File: config.mk
export PLATFORM = sky130hd
export DESIGN_NAME = keypad_angle_stepper_sequencer
export DESIGN_NICKNAME = d
export VERILOG_FILES = /design/src/rtl/core/kass_pkg.sv /design/src/rtl/core/kass_front.sv /design/src/rtl/core/kass_queue.sv /design/src/rtl/core/kass_exec.sv /design/src/rtl/core/keypad_angle_stepper_sequencer.sv
export SDC_FILE = /design/constraint.sdc
export NUM_CORES = 1
export LEC_CHECK = 0
export ABC_AREA = 1
export BUFFER_PORTS_ARGS = -buffer_cell sky130_fd_sc_hd__buf_4
export CORE_MARGIN = 8
export CORE_UTILIZATION = 64
export DETAILED_ROUTE_END_ITERATION = 10
export GPL_TIMING_DRIVEN = 0
export PLACE_DENSITY = 0.82
export SLEW_MARGIN = 30
export SYNTH_ARGS = -nofsm -noshare
export SYNTH_HDL_FRONTEND = slang
export SYNTH_SLANG_ARGS = --single-unit
File: constraint.sdc
create_clock -name clk -period 6.4 [get_ports clk]
set_input_delay 0 -clock clk [delete_from_list [all_inputs] [get_ports clk]]
set_output_delay 0 -clock clk [all_outputs]
set_load 0.02 [all_outputs]
File: src/rtl/core/kass_pkg.sv
// ----------------------------------------------------------------------------
// kass_pkg
// Shared types, constants and helpers for the keypad angle stepper sequencer.
// ----------------------------------------------------------------------------
package kass_pkg;

  localparam int ENTRY_SLOTS = 4;
  localparam int COUNT_W     = 3;

  localparam logic [7:0]  KEY_NONE     = 8'h00;
  localparam logic [7:0]  KEY_RESET    = 8'h20;
  localparam logic [7:0]  KEY_HASH     = 8'h23;
  localparam logic [7:0]  KEY_A        = 8'h41;
  localparam logic [7:0]  KEY_B        = 8'h42;
  localparam logic [15:0] DIGIT_BASE   = 16'd48;

  // angle*512/45 exceeds 16 bits from this angle on
  localparam logic [15:0] ANGLE_SAT    = 16'd5760;
  // floor(x*512/45) = (x*RECIP_45) >> RECIP_SHIFT for x below ANGLE_SAT
  localparam logic [22:0] RECIP_45     = 23'd5965233;
  localparam int          RECIP_SHIFT  = 19;

  typedef struct packed {
    logic       cmd;
    logic [7:0] key_code;
  } kass_item_t;

  typedef struct packed {
    logic [3:0]  coil_pattern;
    logic [15:0] steps_left;
    logic        reverse_dir;
    logic        entry_done;
  } kass_result_t;

  // key classification carried from the front end
  typedef struct packed {
    logic        is_term;
    logic        is_rev;
    logic [15:0] digit;
  } kass_key_t;

  typedef struct packed {
    logic       is_tick;
    logic       key_none;
    kass_key_t  key;
  } kass_op_t;

  function automatic kass_key_t kass_classify(input logic [7:0] code);
    kass_key_t k;
    k.is_term = code inside {KEY_HASH, KEY_A, KEY_B};
    k.is_rev  = (code == KEY_B);
    k.digit   = {8'h00, code} - DIGIT_BASE;
    return k;
  endfunction

  function automatic logic [3:0] kass_half_step(input logic [2:0] idx);
    logic [3:0] c;
    case (idx)
      3'd0:    c = 4'h1;
      3'd1:    c = 4'h3;
      3'd2:    c = 4'h2;
      3'd3:    c = 4'h6;
      3'd4:    c = 4'h4;
      3'd5:    c = 4'hC;
      3'd6:    c = 4'h8;
      3'd7:    c = 4'h9;
      default: c = 4'h1;
    endcase
    return c;
  endfunction

endpackage

File: src/rtl/core/kass_front.sv
// ----------------------------------------------------------------------------
// kass_front
// Accepts input transactions, classifies key codes and registers the result.
// ----------------------------------------------------------------------------
module kass_front import kass_pkg::*; (
  input  logic       clk,
  input  logic       rst,
  input  logic       item_valid,
  output logic       item_stall,
  input  kass_item_t item,
  output logic       op_valid,
  input  logic       op_stall,
  output kass_op_t   op
);

  logic     slot_valid;
  logic     slot_valid_next;
  kass_op_t slot_op;
  logic     accept;

  assign item_stall = slot_valid && op_stall;
  assign accept     = item_valid && !item_stall;

  always_comb begin
    slot_valid_next = slot_valid;
    if (accept) begin
      slot_valid_next = 1'b1;
    end else if (slot_valid && !op_stall) begin
      slot_valid_next = 1'b0;
    end
  end

  always_ff @(posedge clk) begin
    if (rst) begin
      slot_valid <= 1'b0;
    end else begin
      slot_valid <= slot_valid_next;
    end
  end

  always_ff @(posedge clk) begin
    if (accept) begin
      slot_op.is_tick  <= item.cmd;
      slot_op.key_none <= (item.key_code == KEY_NONE);
      slot_op.key      <= kass_classify(item.key_code);
    end
  end

  assign op_valid = slot_valid;
  assign op       = slot_op;

endmodule

File: src/rtl/core/kass_queue.sv
// ----------------------------------------------------------------------------
// kass_queue
// Two-entry queue of classified operations between front and back end.
// ----------------------------------------------------------------------------
module kass_queue import kass_pkg::*; (
  input  logic     clk,
  input  logic     rst,
  input  logic     push_valid,
  output logic     push_stall,
  input  kass_op_t push_op,
  output logic     pop_valid,
  input  logic     pop_stall,
  output kass_op_t pop_op
);

  kass_op_t   mem [2];
  logic       wr_ptr;
  logic       rd_ptr;
  logic [1:0] count;
  logic [1:0] count_next;
  logic       push;
  logic       pop;

  assign push_stall = (count == 2'd2);
  assign pop_valid  = (count != 2'd0);
  assign push       = push_valid && !push_stall;
  assign pop        = pop_valid && !pop_stall;
  assign pop_op     = mem[rd_ptr];

  always_comb begin
    count_next = count;
    if (push && !pop) begin
      count_next = count + 2'd1;
    end else if (pop && !push) begin
      count_next = count - 2'd1;
    end
  end

  always_ff @(posedge clk) begin
    if (rst) begin
      wr_ptr <= 1'b0;
      rd_ptr <= 1'b0;
      count  <= 2'd0;
    end else begin
      count <= count_next;
      if (push) begin
        wr_ptr <= !wr_ptr;
      end
      if (pop) begin
        rd_ptr <= !rd_ptr;
      end
    end
  end

  always_ff @(posedge clk) begin
    if (push) begin
      mem[wr_ptr] <= push_op;
    end
  end

endmodule

File: src/rtl/core/kass_exec.sv
// ----------------------------------------------------------------------------
// kass_exec
// Back end: key press/release detector, angle entry, step target and
// half-step motor sequencer, with a registered result.
// ----------------------------------------------------------------------------
module kass_exec import kass_pkg::*; (
  input  logic         clk,
  input  logic         rst,
  input  logic         op_valid,
  output logic         op_stall,
  input  kass_op_t     op,
  output logic         result_valid,
  input  logic         result_stall,
  output kass_result_t result
);

  localparam logic [1:0] MODE_INIT = 2'd0;
  localparam logic [1:0] MODE_A    = 2'd1;
  localparam logic [1:0] MODE_B    = 2'd2;

  localparam kass_key_t LATCH_RESET = kass_classify(KEY_RESET);

  logic [1:0]         motor_mode, motor_mode_next;
  logic [2:0]         phase_index, phase_index_next;
  logic [15:0]        step_count, step_count_next;
  logic               reverse_flag, reverse_flag_next;
  logic [1:0]         key_mode, key_mode_next;
  kass_key_t          latched_key, latched_key_next;
  logic               press_flag, press_flag_next;
  logic [COUNT_W-1:0] entry_count, entry_count_next;
  logic [3:0]         coil_reg, coil_reg_next;
  // running weighted sums of the keys in the current entry
  logic [15:0]        last_val, last_val_next;
  logic [15:0]        pair_val, pair_val_next;
  logic [15:0]        angle_val, angle_val_next;
  logic               done;
  logic               out_valid;
  kass_result_t       out_data;
  logic               pop;
  logic [35:0]        product;
  logic [15:0]        target;

  assign pop      = op_valid && (!out_valid || !result_stall);
  assign op_stall = !pop;

  assign product = 36'(angle_val[12:0]) * 36'(RECIP_45);
  assign target  = (angle_val >= ANGLE_SAT) ? 16'hFFFF : product[RECIP_SHIFT +: 16];

  always_comb begin
    motor_mode_next   = motor_mode;
    phase_index_next  = phase_index;
    step_count_next   = step_count;
    reverse_flag_next = reverse_flag;
    key_mode_next     = key_mode;
    latched_key_next  = latched_key;
    press_flag_next   = press_flag;
    entry_count_next  = entry_count;
    coil_reg_next     = coil_reg;
    last_val_next     = last_val;
    pair_val_next     = pair_val;
    angle_val_next    = angle_val;
    done              = 1'b0;

    if (op.is_tick) begin
      if (motor_mode inside {MODE_A, MODE_B}) begin
        if (step_count != 16'd0) begin
          phase_index_next = (motor_mode == MODE_A) ? phase_index + 3'd1 : phase_index - 3'd1;
          step_count_next  = step_count - 16'd1;
        end
        coil_reg_next = kass_half_step(phase_index_next);
      end
      motor_mode_next = reverse_flag ? MODE_B : MODE_A;
    end else begin
      case (key_mode)
        MODE_A: begin
          if (!op.key_none) begin
            latched_key_next = op.key;
            press_flag_next  = 1'b1;
          end
          key_mode_next = press_flag_next ? MODE_B : MODE_A;
        end
        MODE_B: begin
          if (op.key_none) begin
            press_flag_next = 1'b0;
            if (latched_key.is_term) begin
              reverse_flag_next = latched_key.is_rev;
              step_count_next   = target;
              entry_count_next  = '0;
              last_val_next     = 16'd0;
              pair_val_next     = 16'd0;
              angle_val_next    = 16'd0;
              done              = 1'b1;
            end else if (entry_count == COUNT_W'(ENTRY_SLOTS - 1)) begin
              entry_count_next = '0;
              last_val_next    = 16'd0;
              pair_val_next    = 16'd0;
              angle_val_next   = 16'd0;
            end else begin
              entry_count_next = entry_count + COUNT_W'(1);
              last_val_next    = latched_key.digit;
              pair_val_next    = latched_key.digit + 16'(last_val * 16'd10);
              angle_val_next   = latched_key.digit + 16'(pair_val * 16'd10);
            end
          end
          key_mode_next = press_flag_next ? MODE_B : MODE_A;
        end
        default: begin
          key_mode_next = MODE_A;
        end
      endcase
    end
  end

  always_ff @(posedge clk) begin
    if (rst) begin
      motor_mode   <= MODE_INIT;
      phase_index  <= 3'd0;
      step_count   <= 16'd0;
      reverse_flag <= 1'b0;
      key_mode     <= MODE_INIT;
      latched_key  <= LATCH_RESET;
      press_flag   <= 1'b0;
      entry_count  <= '0;
      coil_reg     <= 4'd0;
      last_val     <= 16'd0;
      pair_val     <= 16'd0;
      angle_val    <= 16'd0;
      out_valid    <= 1'b0;
    end else begin
      if (pop) begin
        motor_mode   <= motor_mode_next;
        phase_index  <= phase_index_next;
        step_count   <= step_count_next;
        reverse_flag <= reverse_flag_next;
        key_mode     <= key_mode_next;
        latched_key  <= latched_key_next;
        press_flag   <= press_flag_next;
        entry_count  <= entry_count_next;
        coil_reg     <= coil_reg_next;
        last_val     <= last_val_next;
        pair_val     <= pair_val_next;
        angle_val    <= angle_val_next;
        out_valid    <= 1'b1;
      end else if (!result_stall) begin
        out_valid <= 1'b0;
      end
    end
  end

  always_ff @(posedge clk) begin
    if (pop) begin
      out_data.coil_pattern <= coil_reg_next;
      out_data.steps_left   <= step_count_next;
      out_data.reverse_dir  <= reverse_flag_next;
      out_data.entry_done   <= done;
    end
  end

  assign result_valid = out_valid;
  assign result       = out_data;

endmodule

File: src/rtl/core/keypad_angle_stepper_sequencer.sv
// ----------------------------------------------------------------------------
// keypad_angle_stepper_sequencer
// Keypad angle entry driving a half-step stepper motor sequencer.
//
//   channel  | handshake                  | payload
//   ---------+----------------------------+------------------------------
//   item     | item_valid / item_stall    | kass_item_t   (cmd, key_code)
//   result   | result_valid / result_stall| kass_result_t (one per item)
//
// One transaction per cycle while result_stall is low; items pass the front
// register, queue and result register. The result register is the only stage
// that must wait on result_stall; the two-entry queue lets the front keep
// accepting meanwhile. Synchronous reset clears all control and motor state.
// ----------------------------------------------------------------------------
module keypad_angle_stepper_sequencer import kass_pkg::*; (
  input  logic         clk,
  input  logic         rst,
  input  logic         item_valid,
  output logic         item_stall,
  input  kass_item_t   item,
  output logic         result_valid,
  input  logic         result_stall,
  output kass_result_t result
);

  logic     fr_valid;
  logic     fr_stall;
  kass_op_t fr_op;
  logic     bk_valid;
  logic     bk_stall;
  kass_op_t bk_op;

  kass_front u_front (
    .clk        (clk),
    .rst        (rst),
    .item_valid (item_valid),
    .item_stall (item_stall),
    .item       (item),
    .op_valid   (fr_valid),
    .op_stall   (fr_stall),
    .op         (fr_op)
  );

  kass_queue u_queue (
    .clk        (clk),
    .rst        (rst),
    .push_valid (fr_valid),
    .push_stall (fr_stall),
    .push_op    (fr_op),
    .pop_valid  (bk_valid),
    .pop_stall  (bk_stall),
    .pop_op     (bk_op)
  );

  kass_exec u_exec (
    .clk          (clk),
    .rst          (rst),
    .op_valid     (bk_valid),
    .op_stall     (bk_stall),
    .op           (bk_op),
    .result_valid (result_valid),
    .result_stall (result_stall),
    .result       (result)
  );

endmodule
==> metrics.txt <==
outcome=complete, no violations; Sequential Area=about 3600 um^2; clock skew=around 0.013 ns; final hold vios=0; clock transition at the registers of the reported paths=0.07 ns; CTS root buf=clkbuf_16; largest family of logic cells by synthesized area=adder cells; max FFs per register=26; Warnings, synthesis=0; Max FO, Critical Path=7; drt pass-1 iters=7; Seq cells post-synth=roughly 150; minimum clock period after layout=5.05 ns; fillcell total=approximately 1500; sequential share of the synthesized area=approximately 28%; core area=19500 um^2; Post-synth ARST share=0%; Post-CTS Setup Bufs=0; CTS tree=built; relative slew slack=between 40% and 50%; RSZ-0062 raised after global routing=false; Power Density=270 nW/um^2; Synth Area in XOR/XNOR=2.53%; H-tree Lvls=4; vias in the first global route=approximately 11000; Synth Cell Area=roughly 13000 um^2; initial cell density of the core=between 60% and 70%; Max Fclk=between 0.15 and 0.2 GHz; max-slew violations=0; share of cells above drive strength 1=5.93%; Primary FF master, synth=dfxtp_1; CTS Buffer Depth=2; CP cell instances=inv_1, ha_1, fa_1, fa_1, inv_1, fa_1, inv_1, fa_1, inv_1, ha_1, a21o_1, a21boi_0, nand2_1, nand2_1, nand3_1, nand2_1, nand3_1, nand2_1, nand2_1, nand2_1, inv_1; Rows=51; Die Span Y=between 150 and 200 um; Clk Latency, worst-skew pair=approximately 0.44 ns; CTS buffer count=17; first-pass GRT wire length=52000 um; Largest stage delay, worst path=~0.55 ns; most frequent cells in the layout=319 x inv_1, 319 x nand2_1, 185 x a21oi_1; number of flops mapped to enable cells by yosys=a little over 60; crit path max-delay cell type=fa_1; die area=around 25000 um^2; Worst Path Arrival=5.24 ns; DRT iter0 DRCs=roughly 840; post-detail-place hpwl=between 20000 and 30000 um; RD Place Congestion=0.978; Synth Area in Adders=26.2%; Worst VDD drop=0.000196 V; mux cell area share after synthesis=0%; CP most frequent cell=nand2_1; CP Capture Type=flip-flop; Total GRT Usage=approximately a quarter; number of max-cap violations=0; largest net degree at the start of global routing=21; Post-Synthesis Cells=approximately 1700; Compound-Gate Fraction of Synth Area=about an eighth; Final period util=just under 80%; largest reg by FF count=u_queue.mem; Port Buf Inserts=36; Syn-to-layout area delta=10.5%; Vias=about 11000; Critical Path RT=approximately 6.6 ns; Clock Sink Count=roughly 150; Nets=approximately 2000; # placed instances=1974; Detail Route Antenna Nets=0; Syn Nets=approximately 1900; Setup crit start kind=flip-flop; Final Non-Filler Cells=2019; wire per inst=15.7 um; via/cell ratio=about 5.5; Synth cell types=44; Lkg Pwr=approximately 7 nW; Post-Route WL=approximately 32000 um; initial antenna violation count=0; I/O pins=37; footprint of the multi-input gates=slightly below 8000 um^2; Final setup viols=0; Synth Area in Simple Gates=19.3%; die width=between 150 and 200 um; Avg Cell Area, Syn=7.65 um^2; total gr overflow=0; kind of critical path=reg2reg; setup_tns=0 ns; antenna cells=0; # DRC=0; Worst Max-Slew Pin Slew=slightly below 0.8 ns; worst hold path type=in2reg
==> kinds of logic (layout without fill, tap and decap cells) <==
group,count (synthesis),in the layout
simple gates,584,584
buf+inv,355,437
compound gates,317,317
fa+ha+maj,231,231
flops,148,148
xor+xnor,37,37
==> Yosys cell counts (2+ instances only) <==
cell type | number | area share (%)
a211oi_1 | 3 | 0.18
a21boi_0 | 5 | 0.29
a21o_1 | 4 | 0.23
a21oi_1 | 185 | 7.2
buf_1 | 2 | 0.059
buf_2 | 8 | 0.31
buf_6 | 4 | 0.35
clkbuf_1 | 16 | 0.47
dfxtp_1 | 87 | 14
edfxtp_1 | 61 | 14
fa_1 | 62 | 9.7
ha_1 | 169 | 17
inv_1 | 319 | 9.4
inv_2 | 4 | 0.12
nand2_1 | 319 | 9.4
nand3_1 | 101 | 3.9
nand3b_1 | 4 | 0.23
nand4_1 | 12 | 0.59
nor2_1 | 111 | 3.3
nor2_4 | 2 | 0.18
nor3_1 | 24 | 0.94
nor3_2 | 3 | 0.23
o211ai_1 | 8 | 0.47
o21a_1 | 3 | 0.18
o21ai_0 | 85 | 3.3
o21ai_1 | 6 | 0.23
o21ai_2 | 2 | 0.14
o21bai_1 | 6 | 0.35
o221ai_2 | 2 | 0.23
o22ai_1 | 3 | 0.15
o31ai_1 | 3 | 0.18
or2_2 | 2 | 0.098
xnor2_1 | 15 | 1.0
xor2_1 | 22 | 1.5
==> cell type report <==
class / count / share of cell area, %
multi-input combinational: 1169 / 55.5
clock buffer: 17 / 3.01
timing repair buffer: 50 / 3.03
inverter: 324 / 8.60
tap: 265 / 2.34
sequential: 148 / 25.3
buffer: 31 / 1.14
clock inverter: 15 / 1.11
==> per-stage QoR <==
step / utilization, % / setup WS (ns) / total power, W / hold WS, ns / instance area, um^2
after global placement: 68.6 / 1.43 / 0.00274 / 0.179 / 13400
after floorplan: - / 2.00 / 0.00236 / 0.0989 / 12800
final: 72.4 / 1.35 / 0.00382 / 0.313 / 14100
after global routing: 72.4 / 1.06 / 0.00405 / 0.313 / 14100
after CTS: 72.4 / 1.41 / 0.00381 / 0.285 / 14100
after detailed placement: 68.8 / 1.43 / 0.00280 / 0.184 / 13400
==> report_power, final <==
part	switching (W)	internal, W
Sequential	0.000112	0.00124
Clock	0.000462	0.000522
Combinational	0.000998	0.000494
Total	0.00157	0.00225
==> repair_timing <==
action / 4_1_cts / 5_1_grt
gates resized for setup: 0 / 0
hold endpoints to repair: 18 / 0
hold buffers: 13 / 0
==> worst max-delay path: cells and delay by family (launching register included) <==
kind	cells	cell delay [ns]
buf+inv	5	0.33
flops	1	0.50
simple gates	8	0.69
compound gates	2	0.53
fa+ha+maj	6	2.75
==> layer usage <==
| layer | GRT usage, % | vias up | routed length, um |
|---|---|---|---|
| met5 | 0 | - | 0 |
| met3 | 4.03 | 82 | 1670 |
| li1 | - | 5580 | - |
| met1 | 32.0 | 5210 | 13600 |
| met4 | 9.93 | 0 | 1010 |
| met2 | 45.7 | 328 | 15400 |
==> final timing paths <==
check | startpoint | to | slack [ns] | depth (start not counted)
worst max register to register | u_exec.angle_val[11]$_SDFFE_PP0P_ | u_exec.result[12]$_DFFE_PP_ | 1.35 | 21
worst min-delay path | item[0] | u_front.op[0]$_DFFE_PP_ | 0.31 | 2
worst max-delay path | u_exec.angle_val[11]$_SDFFE_PP0P_ | u_exec.result[12]$_DFFE_PP_ | 1.35 | 21
worst min register to register | u_front.op[16]$_DFFE_PP_ | u_queue.mem[0][16]$_DFFE_PP_ | 0.45 | 0
No activity file was read; power rests on OpenSTA's default activity.
